===== config.mk =====
export PLATFORM = sky130hd
export DESIGN_NAME = http_request_line_admission
export DESIGN_NICKNAME = d
export VERILOG_FILES = /design/src/rtl/hrla_pkg.sv /design/src/rtl/hrla_parser.sv /design/src/rtl/http_request_line_admission.sv
export SDC_FILE = /design/constraint.sdc
export NUM_CORES = 1
export LEC_CHECK = 0
export BUFFER_PORTS_ARGS = -buffer_cell sky130_fd_sc_hd__buf_2
export CORE_UTILIZATION = 60
export DETAILED_ROUTE_END_ITERATION = 10
export PLACE_DENSITY = 0.88
export SLEW_MARGIN = 20
export SYNTH_ARGS = -nofsm -noshare
export SYNTH_HDL_FRONTEND = slang
export SYNTH_HIERARCHICAL = 1
export SYNTH_SLANG_ARGS = --single-unit

===== constraint.sdc =====
create_clock -name i_clk -period 3.4 [get_ports i_clk]
set_clock_uncertainty 0.2 [all_clocks]
set_input_delay 0.51 -clock i_clk [delete_from_list [all_inputs] [get_ports i_clk]]
set_output_delay 0.51 -clock i_clk [all_outputs]
set_load 0.02 [all_outputs]

===== src/rtl/hrla_pkg.sv =====
`default_nettype none

package hrla_pkg;

    // Size of the receive line buffer in bytes.
    localparam int LINE_BUFFER_BYTES = 2048;
    localparam int COUNT_W = $clog2(LINE_BUFFER_BYTES);
    localparam logic [COUNT_W-1:0] COUNT_LAST = COUNT_W'(LINE_BUFFER_BYTES - 1);

    typedef enum logic [1:0] {
        KIND_DATA  = 2'd0,
        KIND_START = 2'd1,
        KIND_CLOSE = 2'd2
    } t_kind;

    typedef enum logic [1:0] {
        VERDICT_PENDING = 2'd0,
        VERDICT_ACCEPT  = 2'd1,
        VERDICT_REJECT  = 2'd2
    } t_verdict;

    typedef enum logic [2:0] {
        PH_METHOD = 3'd0,
        PH_PATH   = 3'd1,
        PH_QUERY  = 3'd2,
        PH_SPACES = 3'd3,
        PH_PROTO  = 3'd4,
        PH_TAIL   = 3'd5,
        PH_BAD    = 3'd6
    } t_phase;

    localparam logic [7:0] CH_SPACE   = 8'h20;
    localparam logic [7:0] CH_NEWLINE = 8'h0A;
    localparam logic [7:0] CH_AMP     = 8'h26;
    localparam logic [7:0] CH_EQUAL   = 8'h3D;
    localparam logic [7:0] CH_QUEST   = 8'h3F;
    localparam logic [7:0] CH_ZERO    = 8'h30;
    localparam logic [7:0] CH_ONE     = 8'h31;

    localparam logic [2:0] NAME_FULL = 3'd4;
    localparam logic [2:0] NAME_DEAD = 3'd5;
    localparam logic [3:0] PROTO_FIXED = 4'd7;
    localparam logic [3:0] PROTO_LEN   = 4'd8;

    // "GET "
    function automatic logic [7:0] method_char(input logic [1:0] pos);
        logic [7:0] c;
        case (pos)
            2'd0:    c = 8'h47;
            2'd1:    c = 8'h45;
            2'd2:    c = 8'h54;
            default: c = CH_SPACE;
        endcase
        return c;
    endfunction

    // "HTTP/1." ; the last version digit is checked apart
    function automatic logic [7:0] proto_char(input logic [3:0] pos);
        logic [7:0] c;
        case (pos)
            4'd0:    c = 8'h48;
            4'd1:    c = 8'h54;
            4'd2:    c = 8'h54;
            4'd3:    c = 8'h50;
            4'd4:    c = 8'h2F;
            4'd5:    c = 8'h31;
            default: c = 8'h2E;
        endcase
        return c;
    endfunction

    // "cnew"
    function automatic logic [7:0] key_char(input logic [2:0] pos);
        logic [7:0] c;
        case (pos)
            3'd0:    c = 8'h63;
            3'd1:    c = 8'h6E;
            3'd2:    c = 8'h65;
            default: c = 8'h77;
        endcase
        return c;
    endfunction

endpackage

`default_nettype wire


===== src/rtl/hrla_parser.sv =====
`default_nettype none

module hrla_parser (
    input  wire logic       i_clk,
    input  wire logic       i_rst_n,
    input  wire logic       i_step,
    input  wire logic [1:0] i_kind,
    input  wire logic [7:0] i_data_byte,
    output logic      [1:0] o_verdict
);

    hrla_pkg::t_phase                r_phase, n_phase;
    logic [1:0]                      r_mpos, n_mpos;
    logic [hrla_pkg::COUNT_W-1:0]    r_count, n_count;
    logic [2:0]                      r_name, n_name;
    logic                            r_in_value, n_in_value;
    logic                            r_key, n_key;
    logic [3:0]                      r_ppos, n_ppos;
    hrla_pkg::t_verdict              r_verdict, n_verdict;

    logic                            w_count;
    logic                            w_ok;

    always_ff @(posedge i_clk) begin
        if (!i_rst_n) begin
            r_phase    <= hrla_pkg::PH_METHOD;
            r_mpos     <= '0;
            r_count    <= '0;
            r_name     <= '0;
            r_in_value <= 1'b0;
            r_key      <= 1'b0;
            r_ppos     <= '0;
            r_verdict  <= hrla_pkg::VERDICT_PENDING;
        end else if (i_step) begin
            r_phase    <= n_phase;
            r_mpos     <= n_mpos;
            r_count    <= n_count;
            r_name     <= n_name;
            r_in_value <= n_in_value;
            r_key      <= n_key;
            r_ppos     <= n_ppos;
            r_verdict  <= n_verdict;
        end
    end

    always_comb begin
        n_phase    = r_phase;
        n_mpos     = r_mpos;
        n_count    = r_count;
        n_name     = r_name;
        n_in_value = r_in_value;
        n_key      = r_key;
        n_ppos     = r_ppos;
        n_verdict  = r_verdict;
        w_count    = 1'b0;
        w_ok       = 1'b0;

        if (i_kind == hrla_pkg::KIND_START) begin
            n_phase    = hrla_pkg::PH_METHOD;
            n_mpos     = '0;
            n_count    = '0;
            n_name     = '0;
            n_in_value = 1'b0;
            n_key      = 1'b0;
            n_ppos     = '0;
            n_verdict  = hrla_pkg::VERDICT_PENDING;
        end else if (r_verdict == hrla_pkg::VERDICT_PENDING) begin
            if (i_kind == hrla_pkg::KIND_CLOSE) begin
                n_verdict = hrla_pkg::VERDICT_REJECT;
            end else if (i_kind == hrla_pkg::KIND_DATA) begin
                if (r_phase == hrla_pkg::PH_METHOD) begin
                    if (i_data_byte != hrla_pkg::method_char(r_mpos)) begin
                        n_verdict = hrla_pkg::VERDICT_REJECT;
                    end else begin
                        n_mpos  = r_mpos + 2'd1;
                        w_count = 1'b1;
                        if (r_mpos == 2'd3) begin
                            n_phase = hrla_pkg::PH_PATH;
                        end
                    end
                end else if (i_data_byte == hrla_pkg::CH_NEWLINE) begin
                    // settle the line
                    if (r_phase == hrla_pkg::PH_TAIL && r_key) begin
                        n_verdict = hrla_pkg::VERDICT_ACCEPT;
                    end else begin
                        n_verdict = hrla_pkg::VERDICT_REJECT;
                    end
                end else begin
                    w_count = 1'b1;
                    case (r_phase)
                        hrla_pkg::PH_PATH: begin
                            if (i_data_byte == hrla_pkg::CH_SPACE) begin
                                n_phase = hrla_pkg::PH_SPACES;
                            end else if (i_data_byte == hrla_pkg::CH_QUEST) begin
                                n_phase = hrla_pkg::PH_QUERY;
                            end
                        end
                        hrla_pkg::PH_QUERY: begin
                            if (i_data_byte == hrla_pkg::CH_SPACE) begin
                                if (!r_in_value && r_name == hrla_pkg::NAME_FULL) begin
                                    n_key = 1'b1;
                                end
                                n_phase = hrla_pkg::PH_SPACES;
                            end else if (i_data_byte == hrla_pkg::CH_AMP) begin
                                if (!r_in_value && r_name == hrla_pkg::NAME_FULL) begin
                                    n_key = 1'b1;
                                end
                                n_name     = '0;
                                n_in_value = 1'b0;
                            end else if (i_data_byte == hrla_pkg::CH_EQUAL) begin
                                if (!r_in_value) begin
                                    if (r_name == hrla_pkg::NAME_FULL) begin
                                        n_key = 1'b1;
                                    end
                                    n_in_value = 1'b1;
                                end
                            end else if (!r_in_value) begin
                                if (r_name < hrla_pkg::NAME_FULL &&
                                    i_data_byte == hrla_pkg::key_char(r_name)) begin
                                    n_name = r_name + 3'd1;
                                end else begin
                                    n_name = hrla_pkg::NAME_DEAD;
                                end
                            end
                        end
                        hrla_pkg::PH_SPACES, hrla_pkg::PH_PROTO: begin
                            if (!(r_phase == hrla_pkg::PH_SPACES &&
                                  i_data_byte == hrla_pkg::CH_SPACE)) begin
                                if (r_ppos < hrla_pkg::PROTO_FIXED) begin
                                    w_ok = (i_data_byte == hrla_pkg::proto_char(r_ppos));
                                end else begin
                                    w_ok = (i_data_byte == hrla_pkg::CH_ZERO) ||
                                           (i_data_byte == hrla_pkg::CH_ONE);
                                end
                                if (!w_ok) begin
                                    n_phase = hrla_pkg::PH_BAD;
                                end else begin
                                    n_ppos = r_ppos + 4'd1;
                                    if (r_ppos + 4'd1 >= hrla_pkg::PROTO_LEN) begin
                                        n_phase = hrla_pkg::PH_TAIL;
                                    end else begin
                                        n_phase = hrla_pkg::PH_PROTO;
                                    end
                                end
                            end
                        end
                        default: begin
                            // tail and bad phases: drop bytes until newline
                        end
                    endcase
                end

                if (w_count) begin
                    if (r_count >= hrla_pkg::COUNT_LAST) begin
                        n_verdict = hrla_pkg::VERDICT_REJECT;
                    end else begin
                        n_count = r_count + hrla_pkg::COUNT_W'(1);
                    end
                end
            end
        end
    end

    assign o_verdict = n_verdict;

endmodule

`default_nettype wire


===== src/rtl/http_request_line_admission.sv =====
// HTTP request line admission check.
//
// Input channel (i_valid / o_ready): one transaction per received item.
// i_kind selects a data byte (i_data_byte), the start of a new connection
// (clears all parse state) or the peer closing the connection.
// Output channel (o_valid / i_ready): exactly one transaction per input
// transaction, carrying the running verdict (pending, accepted, rejected).
// Once accepted or rejected, the verdict holds until the next start item.
//
// A transaction accepted by the block lands in the input register; its
// verdict is written to the output register when the item moves on, and
// o_valid is driven from that output register.
// Throughput: one transaction per cycle while the receiver does not stall,
// set by the combinational parse step between the input and output registers.
//
// Reset (synchronous, active low) empties both registers and puts the
// parser in the method phase with a pending verdict.
// When the receiver stalls, the output register holds its verdict and the
// input register still takes one more transaction; after that o_ready
// drops until the output side moves again. Nothing is lost or repeated.
`default_nettype none

module http_request_line_admission (
    input  wire logic       i_clk,
    input  wire logic       i_rst_n,
    input  wire logic       i_valid,
    output logic            o_ready,
    input  wire logic [1:0] i_kind,
    input  wire logic [7:0] i_data_byte,
    output logic            o_valid,
    input  wire logic       i_ready,
    output logic      [1:0] o_verdict
);

    // input register
    logic       r_in_valid;
    logic [1:0] r_in_kind;
    logic [7:0] r_in_byte;

    // output register
    logic       r_out_valid;
    logic [1:0] r_out_verdict;

    logic       w_advance;
    logic       w_step;
    logic       w_take;
    logic [1:0] w_verdict;

    // advance the pipeline whenever the output slot is free or being drained
    assign w_advance = !r_out_valid || i_ready;
    assign w_step    = r_in_valid && w_advance;
    assign o_ready   = !r_in_valid || w_advance;
    assign w_take    = i_valid && o_ready;

    always_ff @(posedge i_clk) begin
        if (!i_rst_n) begin
            r_in_valid <= 1'b0;
        end else if (w_take) begin
            r_in_valid <= 1'b1;
        end else if (w_step) begin
            r_in_valid <= 1'b0;
        end
    end

    always_ff @(posedge i_clk) begin
        if (w_take) begin
            r_in_kind <= i_kind;
            r_in_byte <= i_data_byte;
        end
    end

    // parse state advances only when the item moves into the output register
    hrla_parser u_parser (
        .i_clk       (i_clk),
        .i_rst_n     (i_rst_n),
        .i_step      (w_step),
        .i_kind      (r_in_kind),
        .i_data_byte (r_in_byte),
        .o_verdict   (w_verdict)
    );

    always_ff @(posedge i_clk) begin
        if (!i_rst_n) begin
            r_out_valid <= 1'b0;
        end else if (w_step) begin
            r_out_valid <= 1'b1;
        end else if (i_ready) begin
            r_out_valid <= 1'b0;
        end
    end

    always_ff @(posedge i_clk) begin
        if (w_step) begin
            r_out_verdict <= w_verdict;
        end
    end

    assign o_valid   = r_out_valid;
    assign o_verdict = r_out_verdict;

endmodule

`default_nettype wire


-- Yosys cells after proc, flatten, opt, wreduce, memory -nomap -nowiden
Cells that the tools add are included.
- input port bits: 14
- logic and storage cells: 234
- register bits: 41
- output and inout bits: 4
- equality and inequality tests: 44
- $lt $le $gt $ge: 4
- add/sub/neg operators: 4
- reductions and logical operators: 40
- mux-type cells: 129
- operator list (operator ; number):
    8-bit 2-to-1 mux ; 25
    3-bit 2-to-1 mux ; 25
    11-bit 2-to-1 mux ; 6
    8-bit by 6-bit == test with 1-bit output (second input constant) ; 6
    1-bit 2-to-1 mux ; 44
    4-bit 2-to-1 mux ; 9
    7-bit case mux with 5 select lines ; 1
    2-bit 2-to-1 mux ; 16
    7-bit case mux with 3 select lines ; 1
    10-bit AND reduction ; 2
    9-bit AND reduction ; 2
    2-bit nonzero test ; 9
    8-bit == test ; 2
    5-bit case mux with 3 select lines ; 1
    2-bit by 1-bit != test with 1-bit output (second input constant) ; 7
    6-bit AND reduction ; 2
    11-bit by 1-bit adder with 11-bit output (second input constant) ; 1
    11-bit >= comparator (second input constant) ; 1
    11-bit AND reduction ; 1
    3-bit by 2-bit == test with 1-bit output (second input constant) ; 3
    3-bit == test (second input constant) ; 3
    3-bit case mux with 3 select lines ; 1
    4-bit by 2-bit == test with 1-bit output (second input constant) ; 2
    4-bit by 3-bit == test with 1-bit output (second input constant) ; 2
    other kinds (29) ; 49

-- Longest topological paths before layout
- depth in word-level cells: 31
- depth in mapped cells: 9
- gate-level depth less buffers: 9

-- Cells and area by module
The synthesis kept the hierarchy.
- by module, submodules not included (module ; seq. area each (um^2) ; cells each ; area each (um^2) ; times used):
    hrla_parser ; 540.5 ; 289 ; 2175.8 ; 1
    http_request_line_admission ; 400.4 ; 21 ; 464.2 ; 1

-- Worst setup path before layout
No wires, ideal clock.
- kind: register to register
- from: reg r_in_byte[3]
- to: reg u_parser.r_phase[1]
- setup time: 117 ps
- required time: 3083 ps
- path buffers: 2
- arrival time: 2467 ps
- cell stages (with the launch flop): 9
- period minus slack after synthesis: 2785 ps
- path slack: 615 ps
- cells stage by stage: edfxtp_1 -> buf_6 -> or4b_4 -> or4b_4 -> buf_6 -> o21ai_2 -> a32oi_1 -> a211o_1 -> a32o_1
- cells in the longest elaborated chain, start to end: 20
- elaborated cells on any way between the ends: 34
- those cells by class: 12 x eq/ne; 19 x mux; 3 x reduce/logical
- RTL lines (what ; line ; text):
    start, declared ; http_request_line_admission.sv:38 ; logic [7:0] r_in_byte;
    start signal, assigned ; http_request_line_admission.sv:68 ; r_in_byte <= i_data_byte;
    8-bit by 6-bit == test with 1-bit output (on tied branches) ; hrla_parser.sv:132, hrla_parser.sv:133 ;
    1-bit logical OR ; hrla_parser.sv:132 ; w_ok = (i_data_byte == hrla_pkg::CH_ZERO) ||
    1-bit 2-to-1 mux ; hrla_parser.sv:129 ; if (r_ppos < hrla_pkg::PROTO_FIXED) begin
    1-bit 2-to-1 mux ; hrla_parser.sv:127 ; if (!(r_phase == hrla_pkg::PH_SPACES &&
    1-bit 2-to-1 mux ; hrla_parser.sv:90 ; case (r_phase)
    1-bit 2-to-1 mux ; hrla_parser.sv:81 ; end else if (i_data_byte == hrla_pkg::CH_NEWLINE) begin
    1-bit 2-to-1 mux ; hrla_parser.sv:71 ; if (r_phase == hrla_pkg::PH_METHOD) begin
    1-bit 2-to-1 mux ; hrla_parser.sv:70 ; end else if (i_kind == hrla_pkg::KIND_DATA) begin
    [4 not listed] ; - ;
    3-bit 2-to-1 mux ; hrla_parser.sv:127 ;
    3-bit case mux with 3 select lines ; hrla_parser.sv:90 ;
    3-bit 2-to-1 mux ; hrla_parser.sv:81 ;
    3-bit 2-to-1 mux ; hrla_parser.sv:71 ;
    3-bit 2-to-1 mux ; hrla_parser.sv:70 ;
    3-bit 2-to-1 mux ; hrla_parser.sv:68 ; if (i_kind == hrla_pkg::KIND_CLOSE) begin
    3-bit 2-to-1 mux ; hrla_parser.sv:67 ; end else if (r_verdict == hrla_pkg::VERDICT_PENDING) begin
    3-bit 2-to-1 mux ; hrla_parser.sv:58 ; if (i_kind == hrla_pkg::KIND_START) begin
    end signal, assigned ; hrla_parser.sv:26 ; r_phase <= hrla_pkg::PH_METHOD;
    end signal, assigned ; hrla_parser.sv:35 ; r_phase <= n_phase;
    end, declared ; hrla_parser.sv:12 ; hrla_pkg::t_phase r_phase, n_phase;
Parallel ways exist; a longest one is shown, timed or not. The select of a mux whose other input is x is not followed.
A chain may end at the register's enable or synchronous reset.

-- Final worst setup path
Ends and elaborated chain as after synthesis.

==> results.cfg <==
[worst_setup_path]
crit_path_frequent_cell = or4b_4
slowest_stage = or4b_4
worst_ep_arrival_time_ps = 2890
cp_max_fo = 10
crit_type = register to register
crit_chain = or4b_4 > or4b_4 > o21ai_2 > a32oi_1 > a211o_1 > a32o_1
required_ps = 3370
end_kind = register
cp_slowest_stage_delay_ps = 600
worst_setup_path_start_kind = register
r2r_cells = 6

[route]
vias = 2285
drt-pass1-iter-count = 4
drc = 0
totalWireLength_microns = 5430
dr.first_iter.drc_count = 136
wl_per_cell_microns = 14.6
avgViaCountPerCell = 6.16
ant_nets = 0

[timing]
hold_violations = 0
setup_tns_ps = 0
maxSlewHeadroom_pct = 40.6
drv_slew = 0
grt_setup_unrepaired = no
worstMarginPinSlew_ps = 891
whs_ps = 192
setup_slack_ps = 481
setup_viol = 0
period_share_pct = 85.8
fmax_mhz = 343
finalWorstPathRequiredPeriod_ps = 2920

[grt]
grt_pass1_wl_microns = 9010
grt_use_total_pct = 25.8
grt_pass1_vias = 2136
grt_max_degree = 21
antenna_found_initial = 0
grt-ovfl-total = 0

[clock_tree]
cts_tree = yes
cts_root_buf = clkbuf_8
clockBufferDepth = 2
cts_buffers = 5
cts_sinks = 41
post_cts_buffers = 0
cts_hold_buf = 0
cts.clk_slew.worst_paths_ps = 70
insertion_delay_ps = 290
cts-htree-levels = 2
cts-resized-gates = 0

[synth]
syn_avg_cell_area_sq_um = 8.52
synth-seq-cells = 41
async_flop_share_pct = 0
ys_warn_count = 6
synth_edf_count = 12
synth_area_sq_mm = 0.00264
synthCells = 310
synth-main-ff-cell = dfxtp_1
ys_seq_area_share_pct = 35.6
syn-num-nets = 338
synth_cell_types = 59

[final_layout]
postLayoutCoreUtil_pct = 68.3
drive_gt1_share_pct = 10.6
diodes = 0
nets = 348
layout_common_cells = dfxtp_1 (29), nor2_1 (28), nand2_1 (26)
syn_to_final_growth_pct = 6.45
final_common_cell = dfxtp_1

[placed_design]
dpl.hpwl_microns = 4010
gp_congestion = 0.896
pre_cts_ws_ps = 544
port_buffers = 17

[power_and_ir_drop]
leakage_nw = 1.02
power.density_mw_per_mm2 = 323
vdd_drop_max_uv = 267

[min_path]
whs_path_depth = 1
hold_class = input pin to register

[floorplanning]
start_util_pct = 64.2
die_w_microns = 68.3
core-area_sq_mm = 0.00412
die_area_sq_mm = 0.00467
fp.dieH_microns = 68.3
fp-row-count = 23
io_pins = 18

[status]
outcome = finished clean

[job]
maxCapViolations = 0
## worst paths after layout
| path | from | endpoint | slack (ps) |
|---|---|---|---|
| worst min register to register | u_parser/r_count[10]$_SDFFE_PN0P_ | u_parser/r_count[10]$_SDFFE_PN0P_ | 290 |
| worst max-delay path | r_in_byte[3]$_DFFE_PP_ | u_parser/r_phase[1]$_SDFFE_PN0P_ | 480 |
| worst min-delay path | i_data_byte[1] | r_in_byte[1]$_DFFE_PP_ | 190 |
| worst max register to register | r_in_byte[3]$_DFFE_PP_ | u_parser/r_phase[1]$_SDFFE_PN0P_ | 480 |
## per-stage QoR
step	cells	power, W	cell area (sq um)
2_1_floorplan	310	0.000594	2640
3_3_place_gp	363	0.000616	2730
3_5_place_dp	363	0.000619	2730
4_1_cts	371	0.000911	2810
5_1_grt	371	0.000939	2810
6_report	371	0.000907	2810
## cell usage after synthesis, drive strengths merged (7+ instances only)
library cell | n | share of area, %
a21oi | 17 | 3.2
o21ai | 23 | 4.5
o211ai | 9 | 2.6
ha | 14 | 6.6
edfxtp | 12 | 14
dfxtp | 29 | 22
nand2 | 26 | 3.7
nor2 | 28 | 4.0
nand4 | 8 | 1.9
nor3 | 8 | 1.7
nor2b | 10 | 2.7
clkbuf | 13 | 1.8
nand3 | 7 | 1.3
inv | 13 | 1.8
nor4 | 7 | 1.7
xnor2 | 12 | 4.0
## registers in the layout (all words and copies together) (netlist names)
name	count
r_in_byte	8
r_in_kind	2
u_parser/r_in_value	1
u_parser/r_verdict	2
u_parser/r_mpos	2
u_parser/r_count	11
u_parser/r_phase	3
o_verdict	2
o_valid	1
u_parser/r_ppos	4
u_parser/r_name	3
r_in_valid	1
u_parser/r_key	1
## cell families (layout without fill, tap and decap cells)
logic type / Yosys count / in the layout / synth area share (%)
buffers and inverters: 30 / 41 / 4.88
AO/OA/AOI/OAI: 79 / 79 / 19.1
XOR/XNOR: 15 / 15 / 4.98
flip-flops: 41 / 41 / 35.6
adder cells (fa/ha/maj): 14 / 14 / 6.64
multiplexers: 1 / 1 / 0.379
AND/OR/NAND/NOR: 130 / 130 / 28.4
## worst max-delay path: cells and delay by family, from the launching register on
family           cells  cell delay, ps
flip-flops           1             540
AO/OA/AOI/OAI        4             890
AND/OR/NAND/NOR      2            1180
## power breakdown
group | internal (W) | leakage [nW] | switching [W]
logic | 0.0000301 | 0.629 | 0.0000433
registers | 0.000515 | 0.351 | 0.0000204
clock network | 0.000143 | 0.0399 | 0.000156
## area by class of cell
cell class	instances	area, sq um
Clock buffer	7	76.3
Clock inverter	1	3.75
Fill cell	339	1310
Inverter	13	48.8
Multi-Input combinational cell	239	1570
Sequential cell	41	941
Tap cell	50	62.6
Timing Repair Buffer	20	108
## per-layer routing
layer / share of wire [%] / routed length (microns) / global-route usage (%)
met1: 45 / 2430 / 30.1
met2: 50 / 2690 / 46.0
met3: 4.1 / 224 / 5.17
met4: 1.5 / 79 / 9.64
met5: 0 / 0 / 0
No activity file was read; power rests on OpenSTA's default activity.
